File: src/hw/rtl/lrms_pkg.sv
// lrms_pkg: shared widths, types and constants for the lattice ray march shader
// used by every module of the block; depends on nothing
`default_nettype none

package lrms_pkg;

   localparam int COORD_BITS     = 16;
   localparam int ORIGIN_BITS    = 16;
   localparam int DIR_BITS       = 17;
   localparam int SHIFT_BITS     = 4;
   localparam int STEP_BITS      = 8;
   localparam int LEVEL_BITS     = 15;
   localparam int TOL_BITS       = 16;
   localparam int KIND_BITS      = 2;
   localparam int BRIGHT_BITS    = 5;
   localparam int COLOR_BITS     = 10;
   localparam int FINE_BITS      = 6;
   localparam int CSR_INDEX_BITS = 2;
   localparam int CSR_DATA_BITS  = 16;

   localparam int DIR_EXT_BITS    = (COORD_BITS > DIR_BITS) ? COORD_BITS : DIR_BITS;
   localparam int ORIGIN_EXT_BITS = (COORD_BITS > ORIGIN_BITS) ? COORD_BITS : ORIGIN_BITS;
   localparam int CMP_BITS        = (COORD_BITS + 1 > TOL_BITS + 1) ? COORD_BITS + 1
                                                                    : TOL_BITS + 1;

   typedef logic [COORD_BITS-1:0] coord_type;
   typedef coord_type [2:0]       coord_vec_type;
   typedef logic [DIR_BITS-1:0]   dir_type;
   typedef dir_type [2:0]         dir_vec_type;

   localparam logic [SHIFT_BITS-1:0]  START_SHIFT = SHIFT_BITS'(7);
   localparam logic [SHIFT_BITS-1:0]  MIN_SHIFT   = SHIFT_BITS'(1);
   localparam logic [FINE_BITS-1:0]   FINE_BASE   = FINE_BITS'(8);
   localparam logic [COLOR_BITS-1:0]  MAX_COLOUR  = COLOR_BITS'(31);

   localparam logic [STEP_BITS-1:0]  STEP_LIMIT_RESET = STEP_BITS'(100);
   localparam logic [LEVEL_BITS-1:0] LEVEL_RESET      = LEVEL_BITS'(16'h3000);
   localparam logic [TOL_BITS-1:0]   TOL_RESET        = TOL_BITS'(16'h8C00);

   typedef enum logic [KIND_BITS-1:0] {
      KIND_NONE    = 2'd0,
      KIND_OCTA    = 2'd1,
      KIND_BAR     = 2'd2,
      KIND_BAR_ODD = 2'd3
   } kind_type;

   typedef enum logic [CSR_INDEX_BITS-1:0] {
      CSR_STEP_LIMIT     = 2'd0,
      CSR_SURFACE_LEVEL  = 2'd1,
      CSR_TOLERANCE_BASE = 2'd2
   } csr_index_type;

   typedef enum logic [1:0] {
      ST_IDLE,
      ST_ADVANCE,
      ST_EVAL
   } state_type;

endpackage

`default_nettype wire

File: src/hw/rtl/lrms_advance_unit.sv
// lrms_advance_unit: moves the ray position by one shifted direction step
// depends on lrms_pkg
`default_nettype none

module lrms_advance_unit import lrms_pkg::*; (
   input  wire coord_vec_type         coord,
   input  wire dir_vec_type           dir,
   input  wire logic [SHIFT_BITS-1:0] shift,
   input  wire logic                  negate,
   output      coord_vec_type         coord_next
);

   for (genvar i = 0; i < 3; i++) begin : g_axis
      logic signed [DIR_BITS-1:0]     shifted;
      logic signed [DIR_EXT_BITS-1:0] extended;
      coord_type                      delta;

      // arithmetic shift is a floor shift
      assign shifted  = $signed(dir[i]) >>> shift;
      assign extended = DIR_EXT_BITS'(shifted);
      assign delta    = extended[COORD_BITS-1:0];

      always_comb begin
         if (negate) begin
            coord_next[i] = coord[i] - delta;
         end else begin
            coord_next[i] = coord[i] + delta;
         end
      end
   end

endmodule

`default_nettype wire

File: src/hw/rtl/lrms_surface_unit.sv
// lrms_surface_unit: distance test of one ray position against the lattice surfaces
// depends on lrms_pkg
`default_nettype none

module lrms_surface_unit import lrms_pkg::*; (
   input  wire coord_vec_type         coord,
   input  wire logic [SHIFT_BITS-1:0] shift,
   input  wire logic [LEVEL_BITS-1:0] surface_level,
   input  wire logic [TOL_BITS-1:0]   tolerance_base,
   output      kind_type              kind
);

   coord_type             mag [3];
   logic [COORD_BITS:0]   diff [3];
   coord_type             adiff [3];
   logic [CMP_BITS-1:0]   oct_sum;
   logic [CMP_BITS-1:0]   bar_sum;
   logic [TOL_BITS-1:0]   tol;
   logic [CMP_BITS-1:0]   oct_lim;
   logic [CMP_BITS-1:0]   bar_lim;
   logic                  oct_hit;
   logic                  bar_hit;
   logic                  odd_cell;

   for (genvar i = 0; i < 3; i++) begin : g_mag
      assign mag[i] = coord[i][COORD_BITS-1] ? (~coord[i] + 1'b1) : coord[i];
   end

   // pairs x-z, y-x, z-y
   assign diff[0] = {1'b0, mag[0]} - {1'b0, mag[2]};
   assign diff[1] = {1'b0, mag[1]} - {1'b0, mag[0]};
   assign diff[2] = {1'b0, mag[2]} - {1'b0, mag[1]};

   for (genvar i = 0; i < 3; i++) begin : g_adiff
      logic [COORD_BITS:0] neg;
      assign neg      = ~diff[i] + 1'b1;
      assign adiff[i] = diff[i][COORD_BITS] ? neg[COORD_BITS-1:0] : diff[i][COORD_BITS-1:0];
   end

   assign oct_sum = CMP_BITS'(mag[0]) + CMP_BITS'(mag[1]) + CMP_BITS'(mag[2]);
   assign bar_sum = CMP_BITS'(adiff[0]) + CMP_BITS'(adiff[1]) + CMP_BITS'(adiff[2]);

   assign tol     = tolerance_base >> shift;
   assign oct_lim = CMP_BITS'(tol) + (CMP_BITS'(surface_level) << 1);
   assign bar_lim = CMP_BITS'(tol) + CMP_BITS'(surface_level);

   assign oct_hit  = oct_sum < oct_lim;
   assign bar_hit  = bar_sum < bar_lim;
   assign odd_cell = coord[0][COORD_BITS-1] ^ coord[1][COORD_BITS-1] ^ coord[2][COORD_BITS-1];

   always_comb begin
      priority if (bar_hit) begin
         kind = odd_cell ? KIND_BAR_ODD : KIND_BAR;
      end else if (oct_hit) begin
         kind = KIND_OCTA;
      end else begin
         kind = KIND_NONE;
      end
   end

endmodule

`default_nettype wire

File: src/hw/rtl/lattice_ray_march_shader.sv
// lattice_ray_march_shader: adaptive ray marcher through a lattice of octahedra and bars
// each march pass is an advance, then a surface test; the step limit is checked before each
// advance and ends a march with no surface hit; the result strobe follows in the next cycle
// requests: a new request is taken only while idle, so one march ends before the next starts;
// a new request is taken in the cycle of the result strobe
// reset: config registers to defaults, sequencer idle, no result strobe
`default_nettype none

module lattice_ray_march_shader import lrms_pkg::*; (
   input  wire  logic                          clock,
   input  wire  logic                          reset,
   input  wire  logic                          start,
   output       logic                          busy,
   input  wire  logic signed [ORIGIN_BITS-1:0] req_origin_x,
   input  wire  logic signed [ORIGIN_BITS-1:0] req_origin_y,
   input  wire  logic signed [ORIGIN_BITS-1:0] req_origin_z,
   input  wire  logic signed [DIR_BITS-1:0]    req_dir_x,
   input  wire  logic signed [DIR_BITS-1:0]    req_dir_y,
   input  wire  logic signed [DIR_BITS-1:0]    req_dir_z,
   input  wire  logic                          csr_wr_en,
   input  wire  logic [CSR_INDEX_BITS-1:0]     csr_index,
   input  wire  logic [CSR_DATA_BITS-1:0]      csr_wdata,
   output       logic                          rsp_valid,
   output       logic [KIND_BITS-1:0]          rsp_surface_kind,
   output       logic [BRIGHT_BITS-1:0]        rsp_brightness
);

   state_type                state_ff, state_in;
   coord_vec_type            coord_ff, coord_in;
   dir_vec_type              dir_ff, dir_in;
   logic [SHIFT_BITS-1:0]    shift_ff, shift_in;
   logic [STEP_BITS-1:0]     steps_ff, steps_in;
   logic                     hit_prev_ff, hit_prev_in;
   logic                     rsp_valid_ff, rsp_valid_in;
   kind_type                 rsp_kind_ff, rsp_kind_in;
   logic [BRIGHT_BITS-1:0]   rsp_bright_ff, rsp_bright_in;
   logic [STEP_BITS-1:0]     step_limit_ff;
   logic [LEVEL_BITS-1:0]    surface_level_ff;
   logic [TOL_BITS-1:0]      tolerance_base_ff;

   logic signed [ORIGIN_EXT_BITS-1:0] ox_ext, oy_ext, oz_ext;
   coord_vec_type            coord_adv;
   kind_type                 kind;
   logic                     hit;
   logic                     limit_reached;
   logic [SHIFT_BITS-1:0]    shift_inc;
   logic                     fine_enough;
   logic [COLOR_BITS-1:0]    color;
   logic [BRIGHT_BITS-1:0]   bright_clamped;

   logic                     do_load;
   logic                     do_give_up;
   logic                     do_advance;
   logic                     do_finish;
   logic                     do_refine;
   logic                     do_miss;

   lrms_advance_unit u_advance (
      .coord      (coord_ff),
      .dir        (dir_ff),
      .shift      (shift_ff),
      .negate     (hit_prev_ff),
      .coord_next (coord_adv)
   );

   lrms_surface_unit u_surface (
      .coord          (coord_ff),
      .shift          (shift_ff),
      .surface_level  (surface_level_ff),
      .tolerance_base (tolerance_base_ff),
      .kind           (kind)
   );

   assign hit           = kind != KIND_NONE;
   assign limit_reached = steps_ff >= step_limit_ff;
   assign shift_inc     = shift_ff + 1'b1;
   assign fine_enough   = (FINE_BITS'(shift_inc) + FINE_BITS'(steps_ff[STEP_BITS-1:3]))
                          >= FINE_BASE;

   // colour level 31 - steps + shift + 1, negative when the top bit is set
   assign color = MAX_COLOUR + COLOR_BITS'(shift_inc) - COLOR_BITS'(steps_ff);

   always_comb begin
      priority if (color[COLOR_BITS-1]) begin
         bright_clamped = '0;
      end else if (color > MAX_COLOUR) begin
         bright_clamped = BRIGHT_BITS'(MAX_COLOUR);
      end else begin
         bright_clamped = color[BRIGHT_BITS-1:0];
      end
   end

   assign ox_ext = ORIGIN_EXT_BITS'(req_origin_x);
   assign oy_ext = ORIGIN_EXT_BITS'(req_origin_y);
   assign oz_ext = ORIGIN_EXT_BITS'(req_origin_z);

   // next state
   always_comb begin
      state_in = state_ff;
      unique case (state_ff)
         ST_IDLE: begin
            if (start) begin
               state_in = ST_ADVANCE;
            end
         end
         ST_ADVANCE: begin
            state_in = limit_reached ? ST_IDLE : ST_EVAL;
         end
         ST_EVAL: begin
            state_in = (hit && fine_enough) ? ST_IDLE : ST_ADVANCE;
         end
         default: begin
            state_in = ST_IDLE;
         end
      endcase
   end

   // sequencer outputs
   always_comb begin
      do_load    = 1'b0;
      do_give_up = 1'b0;
      do_advance = 1'b0;
      do_finish  = 1'b0;
      do_refine  = 1'b0;
      do_miss    = 1'b0;
      unique case (state_ff)
         ST_IDLE: begin
            do_load = start;
         end
         ST_ADVANCE: begin
            do_give_up = limit_reached;
            do_advance = !limit_reached;
         end
         ST_EVAL: begin
            do_finish = hit && fine_enough;
            do_refine = hit && !fine_enough;
            do_miss   = !hit;
         end
         default: begin
         end
      endcase
   end

   // datapath next values
   always_comb begin
      coord_in      = coord_ff;
      dir_in        = dir_ff;
      shift_in      = shift_ff;
      steps_in      = steps_ff;
      hit_prev_in   = hit_prev_ff;
      rsp_valid_in  = 1'b0;
      rsp_kind_in   = rsp_kind_ff;
      rsp_bright_in = rsp_bright_ff;

      if (do_load) begin
         coord_in[0] = ox_ext[COORD_BITS-1:0];
         coord_in[1] = oy_ext[COORD_BITS-1:0];
         coord_in[2] = oz_ext[COORD_BITS-1:0];
         dir_in[0]   = req_dir_x;
         dir_in[1]   = req_dir_y;
         dir_in[2]   = req_dir_z;
         shift_in    = START_SHIFT;
         steps_in    = '0;
         hit_prev_in = 1'b0;
      end
      if (do_advance) begin
         coord_in = coord_adv;
      end
      if (do_give_up) begin
         rsp_valid_in  = 1'b1;
         rsp_kind_in   = KIND_NONE;
         rsp_bright_in = '0;
      end
      if (do_finish) begin
         rsp_valid_in  = 1'b1;
         rsp_kind_in   = kind;
         rsp_bright_in = bright_clamped;
      end
      if (do_refine) begin
         shift_in    = shift_inc;
         hit_prev_in = 1'b1;
      end
      if (do_miss) begin
         if (!hit_prev_ff && (shift_ff > MIN_SHIFT)) begin
            shift_in = shift_ff - 1'b1;
         end
         steps_in    = steps_ff + 1'b1;
         hit_prev_in = 1'b0;
      end
   end

   always_ff @(posedge clock) begin
      if (reset) begin
         state_ff          <= ST_IDLE;
         rsp_valid_ff      <= 1'b0;
         step_limit_ff     <= STEP_LIMIT_RESET;
         surface_level_ff  <= LEVEL_RESET;
         tolerance_base_ff <= TOL_RESET;
      end else begin
         state_ff     <= state_in;
         rsp_valid_ff <= rsp_valid_in;
         if (csr_wr_en) begin
            unique case (csr_index)
               CSR_STEP_LIMIT: begin
                  step_limit_ff <= csr_wdata[STEP_BITS-1:0];
               end
               CSR_SURFACE_LEVEL: begin
                  surface_level_ff <= csr_wdata[LEVEL_BITS-1:0];
               end
               CSR_TOLERANCE_BASE: begin
                  tolerance_base_ff <= csr_wdata[TOL_BITS-1:0];
               end
               default: begin
               end
            endcase
         end
      end
   end

   always_ff @(posedge clock) begin
      coord_ff      <= coord_in;
      dir_ff        <= dir_in;
      shift_ff      <= shift_in;
      steps_ff      <= steps_in;
      hit_prev_ff   <= hit_prev_in;
      rsp_kind_ff   <= rsp_kind_in;
      rsp_bright_ff <= rsp_bright_in;
   end

   assign busy             = state_ff != ST_IDLE;
   assign rsp_valid        = rsp_valid_ff;
   assign rsp_surface_kind = rsp_kind_ff;
   assign rsp_brightness   = rsp_bright_ff;

endmodule

`default_nettype wire

File: config.mk
export PLATFORM = sky130hd
export DESIGN_NAME = lattice_ray_march_shader
export DESIGN_NICKNAME = d
export VERILOG_FILES = /design/src/hw/rtl/lrms_pkg.sv /design/src/hw/rtl/lrms_advance_unit.sv /design/src/hw/rtl/lrms_surface_unit.sv /design/src/hw/rtl/lattice_ray_march_shader.sv
export SDC_FILE = /design/constraint.sdc
export NUM_CORES = 1
export LEC_CHECK = 0
export BUFFER_PORTS_ARGS = -buffer_cell sky130_fd_sc_hd__buf_2
export CORE_MARGIN = 10
export CORE_UTILIZATION = 65
export CTS_CLUSTER_DIAMETER = 80
export CTS_CLUSTER_SIZE = 28
export DETAILED_ROUTE_END_ITERATION = 8
export PLACE_DENSITY_LB_ADDON = 0.25
export SYNTH_ARGS = -nofsm -noshare
export SYNTH_HDL_FRONTEND = slang
export SYNTH_SLANG_ARGS = --single-unit
File: constraint.sdc
create_clock -name clock -period 21.9 [get_ports clock]
set_input_delay 4.38 -clock clock [delete_from_list [all_inputs] [get_ports clock]]
set_output_delay 4.38 -clock clock [all_outputs]
set_load 0.02 [all_outputs]
Yosys cells after proc, flatten, opt, wreduce, memory -nomap -nowiden
Cells that the tools add are included.
{ "classes": {"n_addsub": 27, "magnitude_cmp": 6, "eq_ne": 5, "shift": 4, "muxes": 40, "bitwise_logic": 8, "n_reduce_logical": 18} }
{ "ops": {"columns": ["cell", "count"], "rows": [
  ["two-way mux 16 bit", 9],
  ["adder 16 x 1 -> 16 bit (second input constant)", 6],
  ["two-way mux 48 bit", 2],
  ["NOT 16 bit", 6],
  ["adder 16 x 16 -> 17 bit", 3],
  [">>> shifter 17 x 4 -> 16 bit", 3],
  ["subtractor 16 x 16 -> 17 bit", 3],
  ["adder 16 bit", 3],
  ["subtractor 16 bit", 3],
  ["adder 17 x 16 -> 17 bit", 2],
  ["less-than comparator 17 bit", 2],
  ["two-way mux 5 bit", 4],
  ["adder 16 x 15 -> 17 bit", 1],
  ["two-way mux 4 bit", 4],
  ["two-way mux 8 bit", 2],
  [">> shifter 16 x 4 -> 16 bit", 1],
  ["two-way mux 1 bit", 13],
  ["nonzero test 2 bit", 6],
  ["> comparator 10 x 5 -> 1 bit (second input constant)", 1],
  ["two-way mux 2 bit", 5],
  ["subtractor 6 x 8 -> 9 bit", 1],
  ["adder 8 x 1 -> 8 bit (second input constant)", 1],
  [">= comparator 8 bit", 1],
  ["adder 4 x 5 -> 6 bit", 1],
  ["other kinds (14)", 25]
]} }
{ "totals": {"reg_bits": 161, "in_bits": 121, "elab_cells": 124} }

Depth between registers and ports, before layout
Gate-level depths: netlist (run 1).
{ "logic_depth": {"ltp_word": 17, "depth_mapped": 43} }

Modules after synthesis
From an unflattened synthesis (run 1), not the netlist that was laid out.
{ "hier_totals": {"cells_unflattened": 2407, "area_unflattened_um2": 20960.1} }
{ "modules_own_cells": {"columns": ["module", "n_inst", "cells_each", "area_per_inst_um2"], "rows": [
  ["lrms_surface_unit", 1, 1179, 8857.2],
  ["lattice_ray_march_shader", 1, 503, 6602.6],
  ["lrms_advance_unit", 1, 725, 5500.3]
]} }

Least setup slack after synthesis (run 1)
Ideal clock, no wire load.
{ "synth_timing": {"path_type": "register to register", "start": "register coord_ff[47] in the netlist's numbering", "end": "register steps_ff[0] (enable)", "setup_time_ns": 0.329, "arrival_ns": 8.476, "required_ns": 21.571, "path_slack_ns": 13.095, "path_stages_with_launch": 43, "path_buffers": 3, "period_less_slack_ns": 8.805, "path_cell_list": "edfxtp_1 > clkbuf_1 > buf_1 > o21ai_0 > inv_1 > fa_1 > a21oi_1 > maj3_1 > o221ai_1 > a31oi_1 > o21ai_2 > maj3_2 > a2111oi_2 > or3_4 > o21a_4 > nor2_1 > a21oi_1 > fa_1 > (+7 left out) > o21ai_0 > a21boi_0 > o21ai_0 > a21boi_0 > o21ai_0 > a21boi_0 > o21ai_0 > nand3_1 > nand4b_1 > ha_1 > nand4_1 > nor2_1 > o21ai_0 > o221ai_1 > nand3_1 > or2_2 > clkbuf_1 > nand2_1"} }
{ "synth_via": {"elab_chain_len": 15, "elab_cells_between_ends": 24, "classes_between": "add/sub: 8; order compare: 2; mux: 7; bitwise: 4; reduce/logical: 3"} }
{ "synth_rtl": {"columns": ["element", "line", "rtl"], "rows": [
  ["start: declaration", "lattice_ray_march_shader.sv:29", "coord_vec_type coord_ff, coord_in;"],
  ["start signal: assignment", "lattice_ray_march_shader.sv:221", "coord_ff <= coord_in;"],
  ["NOT 16 bit", "lrms_surface_unit.sv:26", "assign mag[i] = coord[i][COORD_BITS-1] ? (~coord[i] + 1'b1) : coord[i];"],
  ["adder 16 x 1 -> 16 bit", "lrms_surface_unit.sv:26", null],
  ["two-way mux 16 bit", "lrms_surface_unit.sv:26", null],
  ["subtractor 16 x 16 -> 17 bit", "lrms_surface_unit.sv:30", "assign diff[0] = {1'b0, mag[0]} - {1'b0, mag[2]};"],
  ["NOT 16 bit", "lrms_surface_unit.sv:36", "assign neg = ~diff[i] + 1'b1;"],
  ["adder 16 x 1 -> 16 bit", "lrms_surface_unit.sv:36", null],
  ["two-way mux 16 bit", "lrms_surface_unit.sv:37", "assign adiff[i] = diff[i][COORD_BITS] ? neg[COORD_BITS-1:0] : diff[i][COORD_BITS-1:0];"],
  ["adder 16 x 16 -> 17 bit", "lrms_surface_unit.sv:41", "assign bar_sum = CMP_BITS'(adiff[0]) + CMP_BITS'(adiff[1]) + CMP_BITS'(adiff[2]);"],
  ["adder 17 x 16 -> 17 bit", "lrms_surface_unit.sv:41", null],
  ["less-than comparator 17 bit", "lrms_surface_unit.sv:48", "assign bar_hit = bar_sum < bar_lim;"],
  ["two-way mux 2 bit (*)", "lrms_surface_unit.sv:52", "priority if (bar_hit) begin"],
  ["nonzero test 2 bit (*)", "lattice_ray_march_shader.sv:74", "assign hit = kind != KIND_NONE;"],
  ["zero test 1 bit (*)", "lattice_ray_march_shader.sv:137", "do_miss = !hit;"],
  ["two-way mux 1 bit (*)", "lattice_ray_march_shader.sv:126", "unique case (state_ff)"],
  ["nonzero test 2 bit (no line) (*)", null, null],
  ["end signal: assignment", "lattice_ray_march_shader.sv:224", "steps_ff <= steps_in;"],
  ["end: declaration", "lattice_ray_march_shader.sv:32", "logic [STEP_BITS-1:0] steps_ff, steps_in;"]
]} }
Mark *: on every way between the ends. The rest lies on a longest branch, timed or not.
A chain may end at the register's enable or synchronous reset.

Worst setup path in the final report (run 1)
{ "layout_timing": {"start": "register coord_ff[47] in the netlist's numbering", "end": "register shift_ff[1]"} }
{ "layout_via": {"elab_chain_len": 17, "elab_cells_between_ends": 28, "classes_between": "add/sub: 8; order compare: 2; mux: 11; bitwise: 4; reduce/logical: 3"} }
{ "layout_rtl": {"columns": ["element", "line", "rtl"], "rows": [
  ["NOT 16 bit", "lrms_surface_unit.sv:26", null],
  ["adder 16 x 1 -> 16 bit", "lrms_surface_unit.sv:26", null],
  ["two-way mux 16 bit", "lrms_surface_unit.sv:26", null],
  ["subtractor 16 x 16 -> 17 bit", "lrms_surface_unit.sv:30", null],
  ["NOT 16 bit", "lrms_surface_unit.sv:36", null],
  ["adder 16 x 1 -> 16 bit", "lrms_surface_unit.sv:36", null],
  ["two-way mux 16 bit", "lrms_surface_unit.sv:37", null],
  ["adder 16 x 16 -> 17 bit", "lrms_surface_unit.sv:41", null],
  ["(+2 left out)", null, null],
  ["two-way mux 2 bit (*)", "lrms_surface_unit.sv:52", null],
  ["nonzero test 2 bit (*)", "lattice_ray_march_shader.sv:74", null],
  ["logical AND 1 bit", "lattice_ray_march_shader.sv:136", "do_refine = hit && !fine_enough;"],
  ["two-way mux 1 bit", "lattice_ray_march_shader.sv:126", null],
  ["two-way mux 4 bit", "lattice_ray_march_shader.sv:179", "if (do_refine) begin"],
  ["two-way mux 4 bit", "lattice_ray_march_shader.sv:184", "if (!hit_prev_ff && (shift_ff > MIN_SHIFT)) begin"],
  ["two-way mux 4 bit (*)", "lattice_ray_march_shader.sv:183", "if (do_miss) begin"],
  ["named net shift_in[1]", "lattice_ray_march_shader.sv:31", "logic [SHIFT_BITS-1:0] shift_ff, shift_in;"],
  ["end signal: assignment", "lattice_ray_march_shader.sv:223", "shift_ff <= shift_in;"],
  ["end: declaration", "lattice_ray_march_shader.sv:31", null]
]} }
The timed path passes the listed nets; every way through them passes the cells marked *.

==> impl_metrics.yaml, run 1 <==
run_status:
  status: "completed"
sta:
  rsz0062_at_grt: "no"
  hold_viol_final: 0
  fin_crit_sh_pct: 46.21
  post-route-min-period_ns: 10.12
  setup_viol: 0
  setup_tns_ns: 0
  worst_pin_slew_ns: 1.027
  slew_headroom_pct: 31.45
  setup_ws_ns: 11.78
  fmax_mhz: 98.82
  slew_violations: 0
  fin_worst_skew_ns: 0.01413
place:
  preCtsSetupSlack_ns: 11.93
  place_area_um2: 20900
  gp_congestion: 0.9784
  post-dp-hpwl_um: 44060
  port-buffer-count: 129
drt:
  viasPerCell: 6.083
  drc: 0
  wirelength_um: 54010
  vias: 17307
  antenna_left: 0
  wl_per_cell_um: 18.99
  initialDrtViolationCount: 1529
  drt-pass1-iter-count: 5
floorplanning:
  fp.coreArea_um2: 30430
  rows: 64
  die_h_um: 195.3
  die_w_um: 195.3
  initial_core_util_pct: 65.65
  num_io_pins: 130
  die-area_um2: 38150
yosys:
  synth_flop_cell: "edfxtp_1"
  syn_avg_cell_area_um2: 8.476
  syn_nets: 2736
  yosys_warnings: 0
  async_reset_ff_share_pct: 0
  synth.most_common_cell: "nand2_1"
  yosysTopAreaCell: "edfxtp_1"
  ys_ff_latch: 161
  ys_top_cells_by_count: "nand2_1 (253), ha_1 (223), a21oi_1 (201), inv_1 (197), xnor2_1 (160)"
  synth-seq-area-share_pct: 21.85
  synth_edf_count: 114
  ys_top_cells_by_area: "edfxtp_1 (17%), ha_1 (14%), xnor2_1 (7.0%)"
  synthCells: 2357
  syn_area_um2: 19980
  ys_types: 94
  synth_top_cell_area_share_pct: 17.14
cts:
  cts_setup_buffers: 0
  numCtsBuffers: 17
  cts.clk_slew.worst_paths_ns: 0.07
  htreeDepth: 4
  cts_resized: 0
  cts_hold_buf: 0
  clockBufferDepth: 2
  cts_sinks: 161
  clockRootBuffer: "clkbuf_16"
  clk_latency_ns: 0.45
  cts_tree: "done"
worst_setup_path:
  crit_type: "register to register"
  start_kind: "register"
  arrival_ns: 10.44
  critPathSlowestCell: "o21ai_0"
  cp-startpoint: "coord_ff[47]"
  required_ns: 22.22
  cp-end-kind: "register"
  timing.critical_path.mode_cell: "o21ai_0"
  crit_fanout: 18
  critPathMaxStageDelay_ns: 0.72
  r2r-start: "coord_ff[47]"
run:
  maxCapViolCount: 0
cells_and_area:
  area_growth_pct: 7.616
  finish.utilization_pct: 70.65
  final_nets: 2815
  final_area_um2: 21500
  antenna_cells: 0
  drive_gt1_share_pct: 12.00
global_route:
  grtUsageTotal_pct: 27.75
  grt_overflow_total: 0
  grt_pass1_wl_um: 87290
  antenna_found_initial: 0
  grt_max_degree: 89
  grt_pass1_vias: 16805
hold_path:
  hold_path_class: "register to register"
  min-delay-start: "surface_level_ff[5]"
[flip-flops by register name, summed over array words and instances, names as in the netlist, 2 cells and up]
register	flops
coord_ff	48
dir_ff	51
rsp_brightness	5
rsp_surface_kind	2
shift_ff	4
state_ff	2
step_limit_ff	8
steps_ff	8
surface_level_ff	15
tolerance_base_ff	16
[area by class of cell]
class,count,area [µm²]
well taps,396,495.5
repair buffers,142,743.2
clock inverters,13,132.6
clock buffers,19,464.2
inverters,202,758.2
multi-input cells,1912,14530
fillers,2425,8930
flip-flops and latches,161,4372
[worst max-delay path: cells and delay by family, from the launching register on]
family | cells | cell delay (ns)
multiplexers | 1 | 0.30
buffers and inverters | 3 | 0.33
AND/OR/NAND/NOR | 9 | 1.76
adder cells (fa/ha/maj) | 7 | 2.36
flip-flops | 1 | 0.64
AO/OA/AOI/OAI | 20 | 4.62
[placed cells by master, fill, tap and decap left out, drive strengths merged, types with 32 or more instances in the layout]
cell	Yosys	routed
edfxtp	114	114
a21oi	201	201
ha	223	223
o21bai	40	40
inv	202	212
a21o	42	42
xor2	104	104
dfxtp	47	47
buf	30	142
nor3	32	32
nand2	253	253
xnor2	164	164
fa	35	35
nor2	154	154
mux2i	72	72
o21ai	138	138
[final timing paths]
path                    endpoint  slack [ns]  cells after the start
max                  shift_ff[1]       11.78                     40
min          surface_level_ff[5]        0.49                      2
max reg2reg          shift_ff[1]       11.78                     40
min reg2reg  surface_level_ff[5]        0.49                      2
[metal layers]
| metal | global-route usage [%] | routed length (µm) | up-vias |
|---|---|---|---|
| li1 | - | - | 8495 |
| met1 | 36.30 | 23680 | 8095 |
| met2 | 46.15 | 25310 | 625 |
| met3 | 3.494 | 3234 | 92 |
| met4 | 9.955 | 1783 | 0 |
| met5 | 0 | 0 | - |
[through the flow]
stage | hold WS (ns) | std cells
CTS | 0.4942 | 2845
global route | 0.5196 | 2845
detailed placement | 0.4822 | 2813
global placement | 0.4734 | 2813
floorplan | 0.4334 | 2357
finish | 0.4920 | 2845
[logic make-up after synthesis]
family | Yosys count | synth area share (%)
AO/OA/AOI/OAI | 599 | 19.51
XOR/XNOR | 269 | 12.26
flip-flops | 161 | 21.85
buffers and inverters | 284 | 5.417
AND/OR/NAND/NOR | 666 | 16.10
multiplexers | 110 | 6.877
adder cells (fa/ha/maj) | 268 | 17.99
Power of run 1 is not shown: default switching activity piles up to over one toggle a cycle in this logic, so the estimate is an artifact.
==> run 2, diff against run 1 <==
Settings changed: CORE_UTILIZATION 65 to 64.
Clock period 21.9 ns to 9.6 ns, I/O delays scaled along.
==> run 2 against run 1 <==
Net effect: worst hold slack worse by 0.026 ns; cell count rose by 0.67%; utilization is 0.095 points higher; via count up 0.80%.
==> impl_metrics.yaml, run 2 (synthesized netlist as in run 1, its figures left out) <==
place:
  port-buffer-count: 129
  gp_congestion: 0.9494
  place_inst: 2828
  post-dp-hpwl_um: 44550
sta:
  fin_worst_skew_ns: 0.01205
  fin_crit_sh_pct: 94.01
  setup_viol: 0
  post-route-min-period_ns: 9.025
  holdWs_ns: 0.4662
  hold_viol_final: 0
  fmax_mhz: 110.8
  worst_pin_slew_ns: 1.116
  slew_headroom_pct: 25.35
  slew_violations: 0
worst_setup_path:
  critPathMaxStageDelay_ns: 0.61
  start_kind: "register"
  crit_fanout: 5
  timing.critical_path.mode_cell: "a21oi_1"
  path_buf_inv: 3
  cp-end-kind: "register"
  critical-path-top-delay-family: "compound AO/OA/AOI/OAI gates"
  critPathSlowestCell: "fa_1"
  crit_type: "register to register"
  arrival_ns: 9.35
  required_ns: 9.93
floorplanning:
  fp.coreArea_um2: 30670
  die-area_um2: 38680
  die_h_um: 196.7
  rows: 64
  num_io_pins: 130
  die_w_um: 196.7
  initial_core_util_pct: 65.14
cells_and_area:
  final_common_cell: "nand2_1"
  final_cells: 2864
  fillers: 2451
  area_growth_pct: 8.611
  final_nets: 2834
  finish.utilization_pct: 70.75
  top_register: "dir_ff"
  antenna_cells: 0
  drive_gt1_share_pct: 13.33
  final_cell_mix: "nand2_1 (251), ha_1 (222), a21oi_1 (200)"
  top_regs: "dir_ff x51, coord_ff x48, tolerance_base_ff x16"
  largest_reg_flops: 51
global_route:
  grt_pass1_wl_um: 87130
  grt_overflow_total: 0
  grt_max_degree: 105
  antenna_found_initial: 2
  grt_pass1_vias: 16801
  grtUsageTotal_pct: 27.73
drt:
  viasPerCell: 6.091
  met3_length_um: 3740
  wl_per_cell_um: 19.10
  vias: 17445
  drc: 0
  drt-pass1-iter-count: 6
  wirelength_um: 54700
  wl_met1_um: 23490
  highest_layer: "met5"
  antenna_left: 0
  met2_length_um: 25850
  initialDrtViolationCount: 1536
cts:
  numCtsBuffers: 17
  cts.clk_slew.worst_paths_ns: 0.07
  cts_sinks: 161
  clockRootBuffer: "clkbuf_16"
  htreeDepth: 4
  clockBufferDepth: 2
  clk_latency_ns: 0.46
  cts_tree: "done"
  cts_hold_buf: 0
run:
  maxCapViolCount: 0
run_status:
  status: "completed"
hold_path:
  hold_path_class: "register to register"
==> run 2: worst reg2reg max path: cells and delay by family, from the launching register on <==
family | cells | cell delay, ns
buf+inv | 3 | 0.44
compound gates | 25 | 4.99
simple gates | 4 | 0.82
flops | 1 | 0.49
xor+xnor | 3 | 0.64
fa+ha+maj | 4 | 1.53
==> run 2: layout make-up <==
cell class | instances | area, µm² | share of cell area (%)
clock inverter | 11 | 91.34 | 0.4209
tap | 396 | 495.5 | 2.283
clock buffer | 21 | 475.5 | 2.191
inverter | 202 | 758.2 | 3.494
sequential | 161 | 4372 | 20.15
timing repair buffer | 161 | 885.9 | 4.083
multi-input combinational | 1912 | 14620 | 67.38
==> run 2: what timing repair did <==
item | in CTS | in global routing
cloned | 0 | 0
endpoints found under the setup margin | 7 | 37
resized for setup | 1 | 28
pin swaps | 0 | 4
buffers inserted | 0 | 4
==> run 2: path summary, 6_finish.rpt <==
path	from	to	slack (ns)	depth (start not counted)
worst max-delay path	coord_ff[34]	rsp_brightness[2]	0.58	39
worst max register to register	coord_ff[34]	rsp_brightness[2]	0.58	39
worst min-delay path	tolerance_base_ff[0]	tolerance_base_ff[0]	0.47	2
worst min register to register	tolerance_base_ff[0]	tolerance_base_ff[0]	0.47	2
==> run 2: stage by stage <==
step	area [µm²]	TNS (ns)	worst slack, ns
after detailed placement	21020	-0.06967	-0.01021
after floorplan	19980	0	0.7946
after global placement	21020	0	0.4145
final	21700	0	0.5754
after global routing	21700	-0.01734	-0.01734
after CTS	21590	0	0.05817
==> run 2: routing by layer <==
layer,global-route usage (%),vias up
met5,0,-
met3,4.786,105
li1,-,8544
met2,45.68,643
met1,36.22,8149
met4,9.178,4
Power of run 2 is left out for the same reason.
